[config.mk]
export PLATFORM = sky130hd
export DESIGN_NAME = linear_key_value_table
export DESIGN_NICKNAME = d
export VERILOG_FILES = /design/src/sv/kvt_pkg.sv /design/src/sv/kvt_ram.sv /design/src/sv/kvt_seq.sv /design/src/sv/linear_key_value_table.sv
export SDC_FILE = /design/constraint.sdc
export NUM_CORES = 1
export LEC_CHECK = 0
export BUFFER_PORTS_ARGS = -buffer_cell sky130_fd_sc_hd__buf_2
export CAP_MARGIN = 25
export CORE_MARGIN = 3
export CORE_UTILIZATION = 56
export DETAILED_ROUTE_END_ITERATION = 8
export PLACE_DENSITY = 0.81
export SLEW_MARGIN = 20
export SYNTH_ARGS = -nofsm -noshare
export SYNTH_HDL_FRONTEND = slang
export SYNTH_SLANG_ARGS = --single-unit
export TNS_END_PERCENT = 50
[constraint.sdc]
create_clock -name clock -period 6.27 [get_ports clock]
set_input_delay 1.5675 -clock clock [delete_from_list [all_inputs] [get_ports clock]]
set_output_delay 1.5675 -clock clock [all_outputs]
set_load 0.02 [all_outputs]
[src/sv/kvt_pkg.sv]
`default_nettype none

package kvt_pkg;

   typedef enum logic [1:0] {
      MODE_PUT    = 2'd0,
      MODE_GET    = 2'd1,
      MODE_DELETE = 2'd2,
      MODE_CLEAR  = 2'd3
   } mode_type;

   typedef enum logic [1:0] {
      ST_OK        = 2'd0,
      ST_NOT_FOUND = 2'd1,
      ST_EMPTY     = 2'd2,
      ST_FULL      = 2'd3
   } status_type;

   typedef enum logic [1:0] {
      S_IDLE,
      S_SCAN,
      S_SHIFT,
      S_HOLD
   } state_type;

   // finished item waiting for the output register
   typedef struct packed {
      logic       valid;
      status_type status;
   } result_type;

endpackage

`default_nettype wire

[src/sv/kvt_ram.sv]
`default_nettype none

module kvt_ram #(
   parameter int WIDTH = 8,
   parameter int DEPTH = 16,
   localparam int ADDR_BITS = $clog2(DEPTH)
) (
   input  wire logic                 clock,
   input  wire logic                 wr_en,
   input  wire logic [ADDR_BITS-1:0] wr_addr,
   input  wire logic [WIDTH-1:0]     wr_data,
   input  wire logic [ADDR_BITS-1:0] rd_addr,
   output logic      [WIDTH-1:0]     rd_data
);

   logic [WIDTH-1:0] mem_ff [DEPTH];
   logic [WIDTH-1:0] rd_data_ff;

   always_ff @(posedge clock) begin
      if (wr_en) begin
         mem_ff[wr_addr] <= wr_data;
      end
      rd_data_ff <= mem_ff[rd_addr];
   end

   assign rd_data = rd_data_ff;

endmodule

`default_nettype wire

[src/sv/kvt_seq.sv]
`default_nettype none

module kvt_seq import kvt_pkg::*; #(
   parameter int TABLE_DEPTH = 16,
   parameter int KEY_BITS    = 32,
   parameter int VALUE_BITS  = 32,
   localparam int IDX_BITS   = $clog2(TABLE_DEPTH),
   localparam int CNT_BITS   = $clog2(TABLE_DEPTH + 1),
   localparam int ENT_BITS   = KEY_BITS + VALUE_BITS
) (
   input  wire logic                  clock,
   input  wire logic                  reset,
   input  wire logic                  req_valid,
   output logic                       req_ready,
   input  wire logic [1:0]            req_mode,
   input  wire logic [KEY_BITS-1:0]   req_key,
   input  wire logic [VALUE_BITS-1:0] req_value,
   output logic                       mem_wr_en,
   output logic      [IDX_BITS-1:0]   mem_wr_addr,
   output logic      [ENT_BITS-1:0]   mem_wr_data,
   output logic      [IDX_BITS-1:0]   mem_rd_addr,
   input  wire logic [ENT_BITS-1:0]   mem_rd_data,
   output result_type                 res,
   output logic      [VALUE_BITS-1:0] res_value,
   input  wire logic                  res_take,
   output logic      [CNT_BITS-1:0]   fill_count
);

   state_type             state_ff, state_in;
   logic [CNT_BITS-1:0]   count_ff, count_in;
   logic [CNT_BITS-1:0]   issue_ff, issue_in;
   logic [CNT_BITS-1:0]   cmp_ff, cmp_in;
   logic                  is_del_ff, is_del_in;
   logic [KEY_BITS-1:0]   key_ff, key_in;
   status_type            status_ff, status_in;
   logic [VALUE_BITS-1:0] value_ff, value_in;

   mode_type              mode;
   logic                  accept;
   logic                  full;
   logic                  empty;
   logic                  hit;
   logic                  last_cmp;
   logic                  shift_last;
   logic [KEY_BITS-1:0]   rd_key;
   logic [VALUE_BITS-1:0] rd_val;

   assign mode       = mode_type'(req_mode);
   assign req_ready  = (state_ff == S_IDLE);
   assign accept     = req_valid && req_ready;
   assign full       = (count_ff == CNT_BITS'(TABLE_DEPTH));
   assign empty      = (count_ff == '0);
   assign rd_key     = mem_rd_data[ENT_BITS-1:VALUE_BITS];
   assign rd_val     = mem_rd_data[VALUE_BITS-1:0];
   assign hit        = (rd_key == key_ff);
   assign last_cmp   = (CNT_BITS'(cmp_ff + CNT_BITS'(1)) == count_ff);
   // the entry just written was the second to last one
   assign shift_last = (CNT_BITS'(cmp_ff + CNT_BITS'(2)) == count_ff);

   always_comb begin
      state_in = state_ff;
      case (state_ff)
         S_IDLE: begin
            if (accept) begin
               if ((mode inside {MODE_GET, MODE_DELETE}) && !empty) begin
                  state_in = S_SCAN;
               end else begin
                  state_in = S_HOLD;
               end
            end
         end
         S_SCAN: begin
            if (hit) begin
               state_in = (is_del_ff && !last_cmp) ? S_SHIFT : S_HOLD;
            end else if (last_cmp) begin
               state_in = S_HOLD;
            end
         end
         S_SHIFT: begin
            if (shift_last) begin
               state_in = S_HOLD;
            end
         end
         S_HOLD: begin
            if (res_take) begin
               state_in = S_IDLE;
            end
         end
         default: state_in = S_IDLE;
      endcase
   end

   always_comb begin
      count_in    = count_ff;
      issue_in    = issue_ff;
      cmp_in      = cmp_ff;
      is_del_in   = is_del_ff;
      key_in      = key_ff;
      status_in   = status_ff;
      value_in    = value_ff;
      mem_wr_en   = 1'b0;
      mem_wr_addr = cmp_ff[IDX_BITS-1:0];
      mem_wr_data = mem_rd_data;
      mem_rd_addr = '0;
      case (state_ff)
         S_IDLE: begin
            mem_wr_addr = count_ff[IDX_BITS-1:0];
            mem_wr_data = {req_key, req_value};
            if (accept) begin
               key_in    = req_key;
               is_del_in = (mode == MODE_DELETE);
               value_in  = '0;
               status_in = ST_OK;
               // entry 0 is read during the accept cycle
               issue_in  = CNT_BITS'(1);
               cmp_in    = '0;
               case (mode)
                  MODE_PUT: begin
                     if (full) begin
                        status_in = ST_FULL;
                     end else begin
                        mem_wr_en = 1'b1;
                        count_in  = CNT_BITS'(count_ff + CNT_BITS'(1));
                     end
                  end
                  MODE_GET, MODE_DELETE: begin
                     if (empty) begin
                        status_in = ST_EMPTY;
                     end
                  end
                  MODE_CLEAR: count_in = '0;
                  default: status_in = ST_OK;
               endcase
            end
         end
         S_SCAN: begin
            mem_rd_addr = (issue_ff < CNT_BITS'(TABLE_DEPTH)) ? issue_ff[IDX_BITS-1:0] : '0;
            issue_in    = CNT_BITS'(issue_ff + CNT_BITS'(1));
            if (hit) begin
               value_in = rd_val;
               // cmp stays put: it becomes the first slot to overwrite
               if (is_del_ff && last_cmp) begin
                  count_in = CNT_BITS'(count_ff - CNT_BITS'(1));
               end
            end else begin
               cmp_in = CNT_BITS'(cmp_ff + CNT_BITS'(1));
               if (last_cmp) begin
                  status_in = ST_NOT_FOUND;
               end
            end
         end
         S_SHIFT: begin
            mem_rd_addr = (issue_ff < CNT_BITS'(TABLE_DEPTH)) ? issue_ff[IDX_BITS-1:0] : '0;
            mem_wr_en   = 1'b1;
            issue_in    = CNT_BITS'(issue_ff + CNT_BITS'(1));
            cmp_in      = CNT_BITS'(cmp_ff + CNT_BITS'(1));
            if (shift_last) begin
               count_in = CNT_BITS'(count_ff - CNT_BITS'(1));
            end
         end
         S_HOLD: begin
            mem_rd_addr = '0;
         end
         default: mem_rd_addr = '0;
      endcase
   end

   always_ff @(posedge clock) begin
      if (reset) begin
         state_ff <= S_IDLE;
         count_ff <= '0;
      end else begin
         state_ff <= state_in;
         count_ff <= count_in;
      end
      issue_ff  <= issue_in;
      cmp_ff    <= cmp_in;
      is_del_ff <= is_del_in;
      key_ff    <= key_in;
      status_ff <= status_in;
      value_ff  <= value_in;
   end

   assign res.valid  = (state_ff == S_HOLD);
   assign res.status = status_ff;
   assign res_value  = value_ff;
   assign fill_count = count_ff;

`ifndef SYNTHESIS
   a_count_in_range: assert property (@(posedge clock) disable iff (reset)
      count_ff <= CNT_BITS'(TABLE_DEPTH))
      else $error("entry count above table depth");

   a_shift_no_overlap: assert property (@(posedge clock) disable iff (reset)
      (state_ff == S_SHIFT) |-> (mem_wr_addr != mem_rd_addr))
      else $error("shift writes the entry it reads");

   a_scan_within_fill: assert property (@(posedge clock) disable iff (reset)
      (state_ff == S_SCAN || state_ff == S_SHIFT) |-> (cmp_ff < count_ff))
      else $error("compare index beyond filled entries");

   a_put_grows: assert property (@(posedge clock) disable iff (reset)
      (accept && mode == MODE_PUT && !full) |=>
         (count_ff == CNT_BITS'($past(count_ff) + CNT_BITS'(1))))
      else $error("put did not add an entry");

   a_clear_empties: assert property (@(posedge clock) disable iff (reset)
      (accept && mode == MODE_CLEAR) |=> (count_ff == '0 && state_ff == S_HOLD))
      else $error("clear did not empty the table");
`endif

endmodule

`default_nettype wire

[src/sv/linear_key_value_table.sv]
// linear key/value table: entries are kept packed in insertion order in one
// synchronous ram of TABLE_DEPTH words, each word a key and its value.
// req channel (valid/ready): mode, key, value. put appends, get returns the
// value of the oldest matching key, delete removes it and moves later
// entries down one slot, clear empties the table.
// rsp channel (valid/ready): status, found_value, entry_count; one rsp item
// for every req item, in order.
// one req item is worked on at a time. put, clear and requests refused as
// empty or full go straight from acceptance to the result stage. get and
// delete read the ram one entry a cycle until a match or the last entry;
// delete then moves each later entry down one slot. the next req item is
// taken in the cycle after the result leaves the internal result stage.
// rsp has its own output register: a stalled rsp item does not stop the next
// req item from being accepted and worked on; it waits only at the end.
// reset empties the table and drops any pending item; ram contents are not
// cleared, since slots at or above the entry count are never used.
`default_nettype none

module linear_key_value_table import kvt_pkg::*; #(
   parameter int TABLE_DEPTH = 16,
   parameter int KEY_BITS    = 32,
   parameter int VALUE_BITS  = 32,
   localparam int CNT_BITS   = $clog2(TABLE_DEPTH + 1)
) (
   input  wire logic                  clock,
   input  wire logic                  reset,
   input  wire logic                  req_valid,
   output logic                       req_ready,
   input  wire logic [1:0]            req_mode,
   input  wire logic [KEY_BITS-1:0]   req_key,
   input  wire logic [VALUE_BITS-1:0] req_value,
   output logic                       rsp_valid,
   input  wire logic                  rsp_ready,
   output logic      [1:0]            rsp_status,
   output logic      [VALUE_BITS-1:0] rsp_found_value,
   output logic      [CNT_BITS-1:0]   rsp_entry_count
);

   localparam int IDX_BITS = $clog2(TABLE_DEPTH);
   localparam int ENT_BITS = KEY_BITS + VALUE_BITS;

   logic                  mem_wr_en;
   logic [IDX_BITS-1:0]   mem_wr_addr;
   logic [ENT_BITS-1:0]   mem_wr_data;
   logic [IDX_BITS-1:0]   mem_rd_addr;
   logic [ENT_BITS-1:0]   mem_rd_data;
   result_type            res;
   logic [VALUE_BITS-1:0] res_value;
   logic [CNT_BITS-1:0]   fill_count;
   logic                  take;

   logic                  rsp_valid_ff, rsp_valid_in;
   logic [1:0]            rsp_status_ff;
   logic [VALUE_BITS-1:0] rsp_value_ff;
   logic [CNT_BITS-1:0]   rsp_count_ff;

   kvt_ram #(
      .WIDTH (ENT_BITS),
      .DEPTH (TABLE_DEPTH)
   ) u_ram (
      .clock   (clock),
      .wr_en   (mem_wr_en),
      .wr_addr (mem_wr_addr),
      .wr_data (mem_wr_data),
      .rd_addr (mem_rd_addr),
      .rd_data (mem_rd_data)
   );

   kvt_seq #(
      .TABLE_DEPTH (TABLE_DEPTH),
      .KEY_BITS    (KEY_BITS),
      .VALUE_BITS  (VALUE_BITS)
   ) u_seq (
      .clock       (clock),
      .reset       (reset),
      .req_valid   (req_valid),
      .req_ready   (req_ready),
      .req_mode    (req_mode),
      .req_key     (req_key),
      .req_value   (req_value),
      .mem_wr_en   (mem_wr_en),
      .mem_wr_addr (mem_wr_addr),
      .mem_wr_data (mem_wr_data),
      .mem_rd_addr (mem_rd_addr),
      .mem_rd_data (mem_rd_data),
      .res         (res),
      .res_value   (res_value),
      .res_take    (take),
      .fill_count  (fill_count)
   );

   // output register is free when empty or being emptied this cycle
   assign take = res.valid && (!rsp_valid_ff || rsp_ready);

   always_comb begin
      rsp_valid_in = rsp_valid_ff;
      if (take) begin
         rsp_valid_in = 1'b1;
      end else if (rsp_ready) begin
         rsp_valid_in = 1'b0;
      end
   end

   always_ff @(posedge clock) begin
      if (reset) begin
         rsp_valid_ff <= 1'b0;
      end else begin
         rsp_valid_ff <= rsp_valid_in;
      end
      if (take) begin
         rsp_status_ff <= res.status;
         rsp_value_ff  <= res_value;
         rsp_count_ff  <= fill_count;
      end
   end

   assign rsp_valid       = rsp_valid_ff;
   assign rsp_status      = rsp_status_ff;
   assign rsp_found_value = rsp_value_ff;
   assign rsp_entry_count = rsp_count_ff;

endmodule

`default_nettype wire
==> metrics.sh, run 1 <==
SYNTH_NETS=2779
HOLD_CRIT_PATH_TYPE='reg -> reg'
TIMING_WORST_SETUP_PATH_TYPE='reg -> out'
POSTROUTEWIRELENGTH_UM=107000
PLACEMENT.CELL_AREA_SQ_UM=47500
WORST-ENDPOINT-REQUIRED_NS=4.70
CRITICAL-PATH-SLOWEST-CELL='sky130_fd_sc_hd__buf_4'
CTS_RESIZED=0
MAX_CAP_VIOL_COUNT=0
PERIOD_SHARE_PCT=71.2
CLK_PIN_SLEW_NS=0.07
VIOLATIONS='DRC'
CTS_POST_SETUP_BUFFERS_INSERTED=0
SW_FRAC_OF_TOTAL_PCT=31.3
POSTSYNTHREGISTERBITS=1212
SYNTHTOLAYOUTAREAGROWTH_PCT=12.7
INSERTION_DELAY_NS=0.69
ACCUMULATED_NEGATIVE_SETUP_SLACK_NS=0
FILLERINSTANCES=5042
POST_CTS_HOLD_BUFFER_COUNT=0
MAXCLOCKFREQUENCY_MHz=224
MAX-SLEW-MARGIN-REL_PCT=34.7
FLOORPLAN.DIE.HEIGHT_UM=292
YOSYS.AREA.TOP_TYPE='sky130_fd_sc_hd__edfxtp_1'
SHARE_SEQ_OF_TOTAL_POWER_PCT=45.3
CTS_MAX_PATH_BUFFERS=3
GRT_START_MAX_NET_PINS=133
SYNTHMOSTINSTANTIATEDCELL='sky130_fd_sc_hd__edfxtp_1'
PLACE_WS_NS=1.73
POST_LAYOUT_MIN_PERIOD_NS=4.46
LARGEST_STAGE_DELAY_ON_THE_CRITICAL_PATH_NS=0.76
FIRST_ITER_VIOLATIONS=3503
CELL_AREA_SYNTH_SQ_UM=45800
SYNTH_SEQ_AREA_SHARE_PCT=77.9
POWER.LEAKAGE_nW=16.5
PROPORTION_OF_POWER_DRAWN_BY_THE_CLOCK_NETWORK_PCT=28.7
CHIPWIDTH_UM=292
R2R_START='u_seq.state_ff[1]$_SDFFE_PP0P_'
SEQ_AREA_SQ_UM=35700
TIMING.HOLD.WORST_ENDPOINT='rsp_found_value[23]$_DFFE_PP_'
CELLS_ALONG_THE_CRITICAL_PATH='inv_1 -> ha_4 -> buf_4 -> buf_2'
FINISH.NET_COUNT=2856
SYNTH_WARNINGS=0
GRT_PASS1_WL_UM=161000
TOTAL_SWITCHING_POWER_mW=7.85
COMBPWRFRAC_PCT=26.0
YOSYS-TOP-CELLS-COUNT='sky130_fd_sc_hd__edfxtp_1, sky130_fd_sc_hd__nand2_1, sky130_fd_sc_hd__o22ai_1'
REG2REGPATHDEPTH=9
ROUTE.DETAILED.WL_PER_INST_UM=27.2
DRTPASS1ITERATIONS=9
PORT_BUFFERS=110
INTPOWER_mW=17.2
DP_CELLS=3714
OUTCOME='complete, but fails checks'
DETAIL_ROUTE.DRC_VIOLATIONS=4
PLACE.GP.CONGESTION=0.798
FINAL_LAYOUT_SIZE_SUFFIX_GT1_SHARE_PCT=17.6
SYNTH_EDF_COUNT=1140
WORSTSETUPENDPOINTTYPE='primary output'
GLOBALROUTE.TOTALOVERFLOW=0
WORST_PIN_SLEW_NS=0.980
POWER_PER_CELL_AREA_nW_PER_UM2=485
PLACE_HPWL_UM=55400
HTREEDEPTH=3
ROWS=104
ROUTE.ANTENNA.REMAINING_NETS=0
FINAL_CELL_COUNT_NO_FILL=3931
START_UTIL_PCT=56.6
YOSYS-TOP-CELLS-AREA='sky130_fd_sc_hd__edfxtp_1, sky130_fd_sc_hd__dfxtp_1, sky130_fd_sc_hd__mux4_2'
NUM_CTS_BUFFERS=111
FINCLKSKEW_NS=0.0185
TIMING.HOLD.WORST.START='u_seq.res_value[23]$_SDFFCE_PN0P_'
FLOORPLAN.DIE_AREA_SQ_UM=85200
CLK_ROOT_BUFFER_CELL='sky130_fd_sc_hd__clkbuf_16'
VDD_IR_DROP_MAX_mV=0.455
SETUP.WORST_PATH.START_CLASS='register'
R2R_END='u_ram.rd_data[36]$_DFF_P_'
ROUTE.VIAS.TOTAL=26500
YOSYS.AREA.TOP_TYPE_SHARE_PCT=74.8
RSZ0062_AT_GRT='no'
SYN_AREA_PER_CELL_SQ_UM=17.0
TIMING.FINAL.SETUP_VIOLATIONS=0
CRITICAL_PATH_FANOUT_MAX=48
IOS=111
TRITONCTS_NUM_SINKS=1212
SYNTH_FF_TYPE='sky130_fd_sc_hd__edfxtp_1'
FINALHOLDVIOLATIONS=0
TIMING.FINAL.MAX_SLEW_VIOLATIONS=0
ASYNCSETRESETFLOPFRACSYNTH_PCT=0
MULTI_INPUT_AREA_SQ_UM=9440
WORST_SLACK_NS=1.81
STANDARD_CELL_CORE_AREA_SQ_UM=80800
YOSYS.CELL_TYPES.COUNT=61
POSTLAYOUTCELLAREA_SQ_UM=51600
TRITONCTS='done'
R2R_SETUP_SLACK_NS=2.16
GRT_PASS1_VIAS=27100
WORST_EP_ARRIVAL_TIME_NS=2.90
DETAIL_ROUTE.VIAS_PER_CELL=6.74
POSTSYNTHCELLCOUNT=2696
ANTENNA_FOUND_INITIAL=1
TRACK_USAGE_PCT=24.7
HOLD-PATH-CELL-COUNT=0
FIN_TOTAL_PWR_mW=25.0
-- critical path: cells and delay by family, from the launching register on --
kind	cells	cell delay, ns
buf+inv	3	1.23
fa+ha+maj	1	0.60
flops	1	0.33
-- power groups by stage --
stage               sequential [mW]  clock (mW)  combinational (mW)
floorplan                      11.3           0                4.45
global placement               11.4           0                5.96
detailed placement             11.5           0                6.30
CTS                            11.3        7.25                6.45
global route                   11.4        7.55                7.00
finish                         11.3        7.19                6.52
-- state kept, by name, summed over array words and instances, names as in the netlist, 5 cells and up --
register,cells
u_ram.rd_data,64
u_ram.mem_ff,1024
rsp_found_value,32
u_seq.fill_count,5
rsp_entry_count,5
u_seq.issue_ff,5
u_seq.res_value,32
u_seq.cmp_ff,5
u_seq.key_ff,32
-- final cells by class --
class	count	share of cell area (%)
diodes	2	0.00970
clock buffers	139	5.89
clock inverters	70	1.77
inverters	11	0.0800
multi-input cells	1278	18.3
flip-flops and latches	1212	69.1
well taps	1060	2.57
repair buffers	159	2.25
-- per-stage QoR --
stage          utilization, %  hold WS [ns]
2_1_floorplan               -         0.400
3_3_place_gp             58.7         0.403
3_5_place_dp             58.8         0.405
4_1_cts                  63.7         0.417
5_1_grt                  63.8         0.424
6_report                 63.8         0.413
-- cell families after synthesis --
group | after synthesis | share of synthesized area [%]
simple gates | 391 | 3.73
xor+xnor | 47 | 0.916
flops | 1212 | 77.9
fa+ha+maj | 13 | 0.355
compound gates | 697 | 10.4
buf+inv | 206 | 1.85
mux | 130 | 4.77
-- cells in the final DEF (no fill, tap or decap), types with 8 or more instances in the layout --
cell type	instances
sky130_fd_sc_hd__edfxtp_1	1140
sky130_fd_sc_hd__nand2_1	272
sky130_fd_sc_hd__o22ai_1	193
sky130_fd_sc_hd__clkbuf_16	114
sky130_fd_sc_hd__buf_2	110
sky130_fd_sc_hd__a21oi_1	73
sky130_fd_sc_hd__dfxtp_1	72
sky130_fd_sc_hd__o21ai_0	71
sky130_fd_sc_hd__o211ai_1	68
sky130_fd_sc_hd__a31oi_1	67
sky130_fd_sc_hd__a311oi_1	66
sky130_fd_sc_hd__mux4_2	64
sky130_fd_sc_hd__o221ai_1	64
sky130_fd_sc_hd__a211oi_1	64
sky130_fd_sc_hd__mux2_2	64
sky130_fd_sc_hd__xnor2_1	42
sky130_fd_sc_hd__and2_1	41
sky130_fd_sc_hd__buf_4	30
sky130_fd_sc_hd__clkinv_2	26
sky130_fd_sc_hd__bufinv_16	20
sky130_fd_sc_hd__clkbuf_1	16
sky130_fd_sc_hd__nor2_1	13
sky130_fd_sc_hd__clkinv_1	13
sky130_fd_sc_hd__buf_12	13
sky130_fd_sc_hd__nor2_4	12
sky130_fd_sc_hd__ha_1	12
sky130_fd_sc_hd__inv_1	11
sky130_fd_sc_hd__nand3_1	10
sky130_fd_sc_hd__clkbuf_8	9
sky130_fd_sc_hd__nand4_1	8
-- worst max path at each step --
stage / startpoint / cells past startpoint / to
4_1_cts: u_seq.state_ff[0]$_SDFFE_PP0P_ / 4 / req_ready
5_1_grt: u_seq.state_ff[0]$_SDFFE_PP0P_ / 4 / req_ready
6_report: u_seq.state_ff[0]$_SDFFE_PP0P_ / 4 / req_ready
2_1_floorplan: req_valid / 4 / u_ram.mem_ff[4][0]$_DFFE_PP_
3_3_place_gp: req_valid / 7 / u_ram.mem_ff[14][35]$_DFFE_PP_
3_5_place_dp: req_valid / 7 / u_ram.mem_ff[14][37]$_DFFE_PP_
-- metal layers --
layer | GRT usage, % | routed length [um]
met1 | 31.5 | 38300
met2 | 41.6 | 54300
met3 | 4.20 | 10100
met4 | 11.9 | 4320
met5 | 0 | 0
(Power assumes the default switching activity.)
==> inputs of run 2 (changes only) <==
--- a/config.mk
+++ b/config.mk
@@ -8,9 +8,9 @@
 export BUFFER_PORTS_ARGS = -buffer_cell sky130_fd_sc_hd__buf_2
 export CAP_MARGIN = 25
 export CORE_MARGIN = 3
-export CORE_UTILIZATION = 56
+export CORE_UTILIZATION = 60
 export DETAILED_ROUTE_END_ITERATION = 8
-export PLACE_DENSITY = 0.81
+export PLACE_DENSITY = 0.83
 export SLEW_MARGIN = 20
 export SYNTH_ARGS = -nofsm -noshare
 export SYNTH_HDL_FRONTEND = slang
==> constraint.sdc (replaced) <==
create_clock -name clock -period 4.4 [get_ports clock]
set_input_delay 1.1 -clock clock [delete_from_list [all_inputs] [get_ports clock]]
set_output_delay 1.1 -clock clock [all_outputs]
set_load 0.02 [all_outputs]
==> metrics.sh, run 2 (same netlist as run 1, synthesis figures left out) <==
MOST_COMMON_CELL_AFTER_LAYOUT_FILL_AND_TAPS_ASIDE='sky130_fd_sc_hd__edfxtp_1'
HTREEDEPTH=3
ANTENNA_CELLS_INSERTED=0
ANTENNA_FOUND_INITIAL=0
POST_CTS_HOLD_BUFFER_COUNT=0
CLK_ROOT_BUFFER_CELL='sky130_fd_sc_hd__clkbuf_16'
MOSTFREQUENTLAYOUTCELLS='sky130_fd_sc_hd__edfxtp_1, sky130_fd_sc_hd__nand2_1, sky130_fd_sc_hd__o22ai_1, sky130_fd_sc_hd__clkbuf_16, sky130_fd_sc_hd__buf_2'
SYNTHTOLAYOUTAREAGROWTH_PCT=12.5
TIMING_WORST_SETUP_PATH_TYPE='reg -> reg'
FINCLKSKEW_NS=0.0344
WORSTSETUPENDPOINTTYPE='register'
PLACE.GP.CONGESTION=0.827
TIMING.FINAL.MAX_SLEW_VIOLATIONS=0
POST_LAYOUT_MIN_PERIOD_NS=3.47
STANDARD_CELL_CORE_AREA_SQ_UM=74900
POWER_PER_CELL_AREA_nW_PER_UM2=693
IOS=111
POSTROUTEWIRELENGTH_UM=113000
POWER.LEAKAGE_nW=16.5
CTS_RESIZED=0
FLOORPLAN.DIE_AREA_SQ_UM=79600
PLACEMENT.CELL_AREA_SQ_UM=47700
MAX_CAP_VIOL_COUNT=0
GRT_PASS1_VIAS=27600
DRTPASS1ITERATIONS=8
PLACE_HPWL_UM=55700
SETUP.WORST_PATH.START_CLASS='register'
START_UTIL_PCT=61.1
GRT_PASS1_WL_UM=168000
LARGEST_REGISTER='u_ram.mem_ff'
LARGEST_REGISTER_FF_COUNT=1024
POSTLAYOUTCELLAREA_SQ_UM=51500
TRITONCTS='done'
FINALHOLDVIOLATIONS=0
CTS_MAX_PATH_BUFFERS=3
ROWS=100
VDD_IR_DROP_MAX_mV=0.645
ROUTE.VIAS.TOTAL=27200
ROUTE.ANTENNA.REMAINING_NETS=0
CRITICAL_PATH_FANOUT_MAX=47
FIRST_ITER_VIOLATIONS=3927
RSZ0062_AT_GRT='no'
CLK_PIN_SLEW_NS=0.06
ACCUMULATED_NEGATIVE_SETUP_SLACK_NS=0
DETAIL_ROUTE.DRC_VIOLATIONS=0
FILLERINSTANCES=4282
MAX-SLEW-MARGIN-REL_PCT=30.0
TRACK_USAGE_PCT=28.4
GRT_START_MAX_NET_PINS=129
HOLD_CRIT_PATH_TYPE='reg -> reg'
FLOORPLAN.DIE.HEIGHT_UM=282
CHIPWIDTH_UM=282
FINAL_LAYOUT_SIZE_SUFFIX_GT1_SHARE_PCT=17.5
WORST_PIN_SLEW_NS=1.05
WORST-ENDPOINT-REQUIRED_NS=4.93
MAXCLOCKFREQUENCY_MHz=288
FINISH.NET_COUNT=2865
INSERTION_DELAY_NS=0.68
CTS_POST_SETUP_BUFFERS_INSERTED=0
OUTCOME='finished clean'
PORT_BUFFERS=110
TRITONCTS_NUM_SINKS=1212
WORST_EP_ARRIVAL_TIME_NS=4.01
NUM_CTS_BUFFERS=110
ROUTE.DETAILED.WL_PER_INST_UM=29.4
PERIOD_SHARE_PCT=78.9
DETAIL_ROUTE.VIAS_PER_CELL=7.06
TIMING.FINAL.SETUP_VIOLATIONS=0
GLOBALROUTE.TOTALOVERFLOW=0
[run 2: changes by cell type in the layout (fill, tap and decap cells not counted), moves of 5 or more]
| cell | change |
|---|---|
| sky130_fd_sc_hd__bufinv_16 | -8 |
| sky130_fd_sc_hd__buf_12 | +14 |
| sky130_fd_sc_hd__clkbuf_8 | +7 |
| sky130_fd_sc_hd__clkinv_2 | -10 |
| sky130_fd_sc_hd__clkinv_1 | +5 |
[run 2: cell type report]
type,instances,area (sq um),share of cell area [%]
Clock inverter,62,682,1.32
Tap cell,969,1210,2.35
Clock buffer,146,3090,6.00
Multi-Input combinational cell,1278,9430,18.3
Inverter,11,41.3,0.0802
Timing Repair Buffer,169,1360,2.63
Sequential cell,1212,35700,69.3
[run 2: path summary, 6_finish.rpt]
check | startpoint | to | slack, ns | cells past startpoint
setup / recovery | u_seq.state_ff[1]$_SDFFE_PP0P_ | u_ram.rd_data[6]$_DFF_P_ | 0.93 | 9
hold / removal | u_seq.res_value[14]$_SDFFCE_PN0P_ | rsp_found_value[14]$_DFFE_PP_ | 0.42 | 0
setup reg to reg | u_seq.state_ff[1]$_SDFFE_PP0P_ | u_ram.rd_data[6]$_DFF_P_ | 0.93 | 9
hold reg to reg | u_seq.res_value[14]$_SDFFCE_PN0P_ | rsp_found_value[14]$_DFFE_PP_ | 0.42 | 0
[run 2: critical path, stage by stage (launching register included)]
cell and delay [ns]:
sky130_fd_sc_hd__dfxtp_1 0.40, sky130_fd_sc_hd__inv_1 0.12, sky130_fd_sc_hd__ha_4 0.43, sky130_fd_sc_hd__and3b_4 0.58
sky130_fd_sc_hd__nand2b_4 0.48, sky130_fd_sc_hd__buf_12 0.37, sky130_fd_sc_hd__o22ai_1 0.21, sky130_fd_sc_hd__a311oi_1 0.10
sky130_fd_sc_hd__a211oi_1 0.49, sky130_fd_sc_hd__a21oi_1 0.08
[run 2: report_power, final]
part	switching [mW]	total (mW)	internal, mW
sequential	0.635	16.2	15.5
clock	4.16	9.82	5.66
combinational	6.62	9.68	3.06
total	11.4	35.7	24.2
[run 2: stage by stage]
| step | cells | total power, mW | setup WS [ns] | hold slack (ns) | utilization [%] |
|---|---|---|---|---|---|
| 2_1_floorplan | 2696 | 22.5 | -0.203 | 0.400 | - |
| 3_3_place_gp | 3637 | 25.1 | 1.06 | 0.401 | 63.6 |
| 3_5_place_dp | 3637 | 25.6 | 1.02 | 0.405 | 63.6 |
| 4_1_cts | 3845 | 35.5 | 0.922 | 0.419 | 68.7 |
| 5_1_grt | 3847 | 36.9 | 0.781 | 0.428 | 68.7 |
| 6_report | 3847 | 35.7 | 0.928 | 0.418 | 68.7 |
[run 2: routing by layer]
layer	GRT usage, %	part of all wire, %
met1	37.5	35
met2	46.3	49
met3	4.64	12
met4	14.8	4.8
met5	0	0
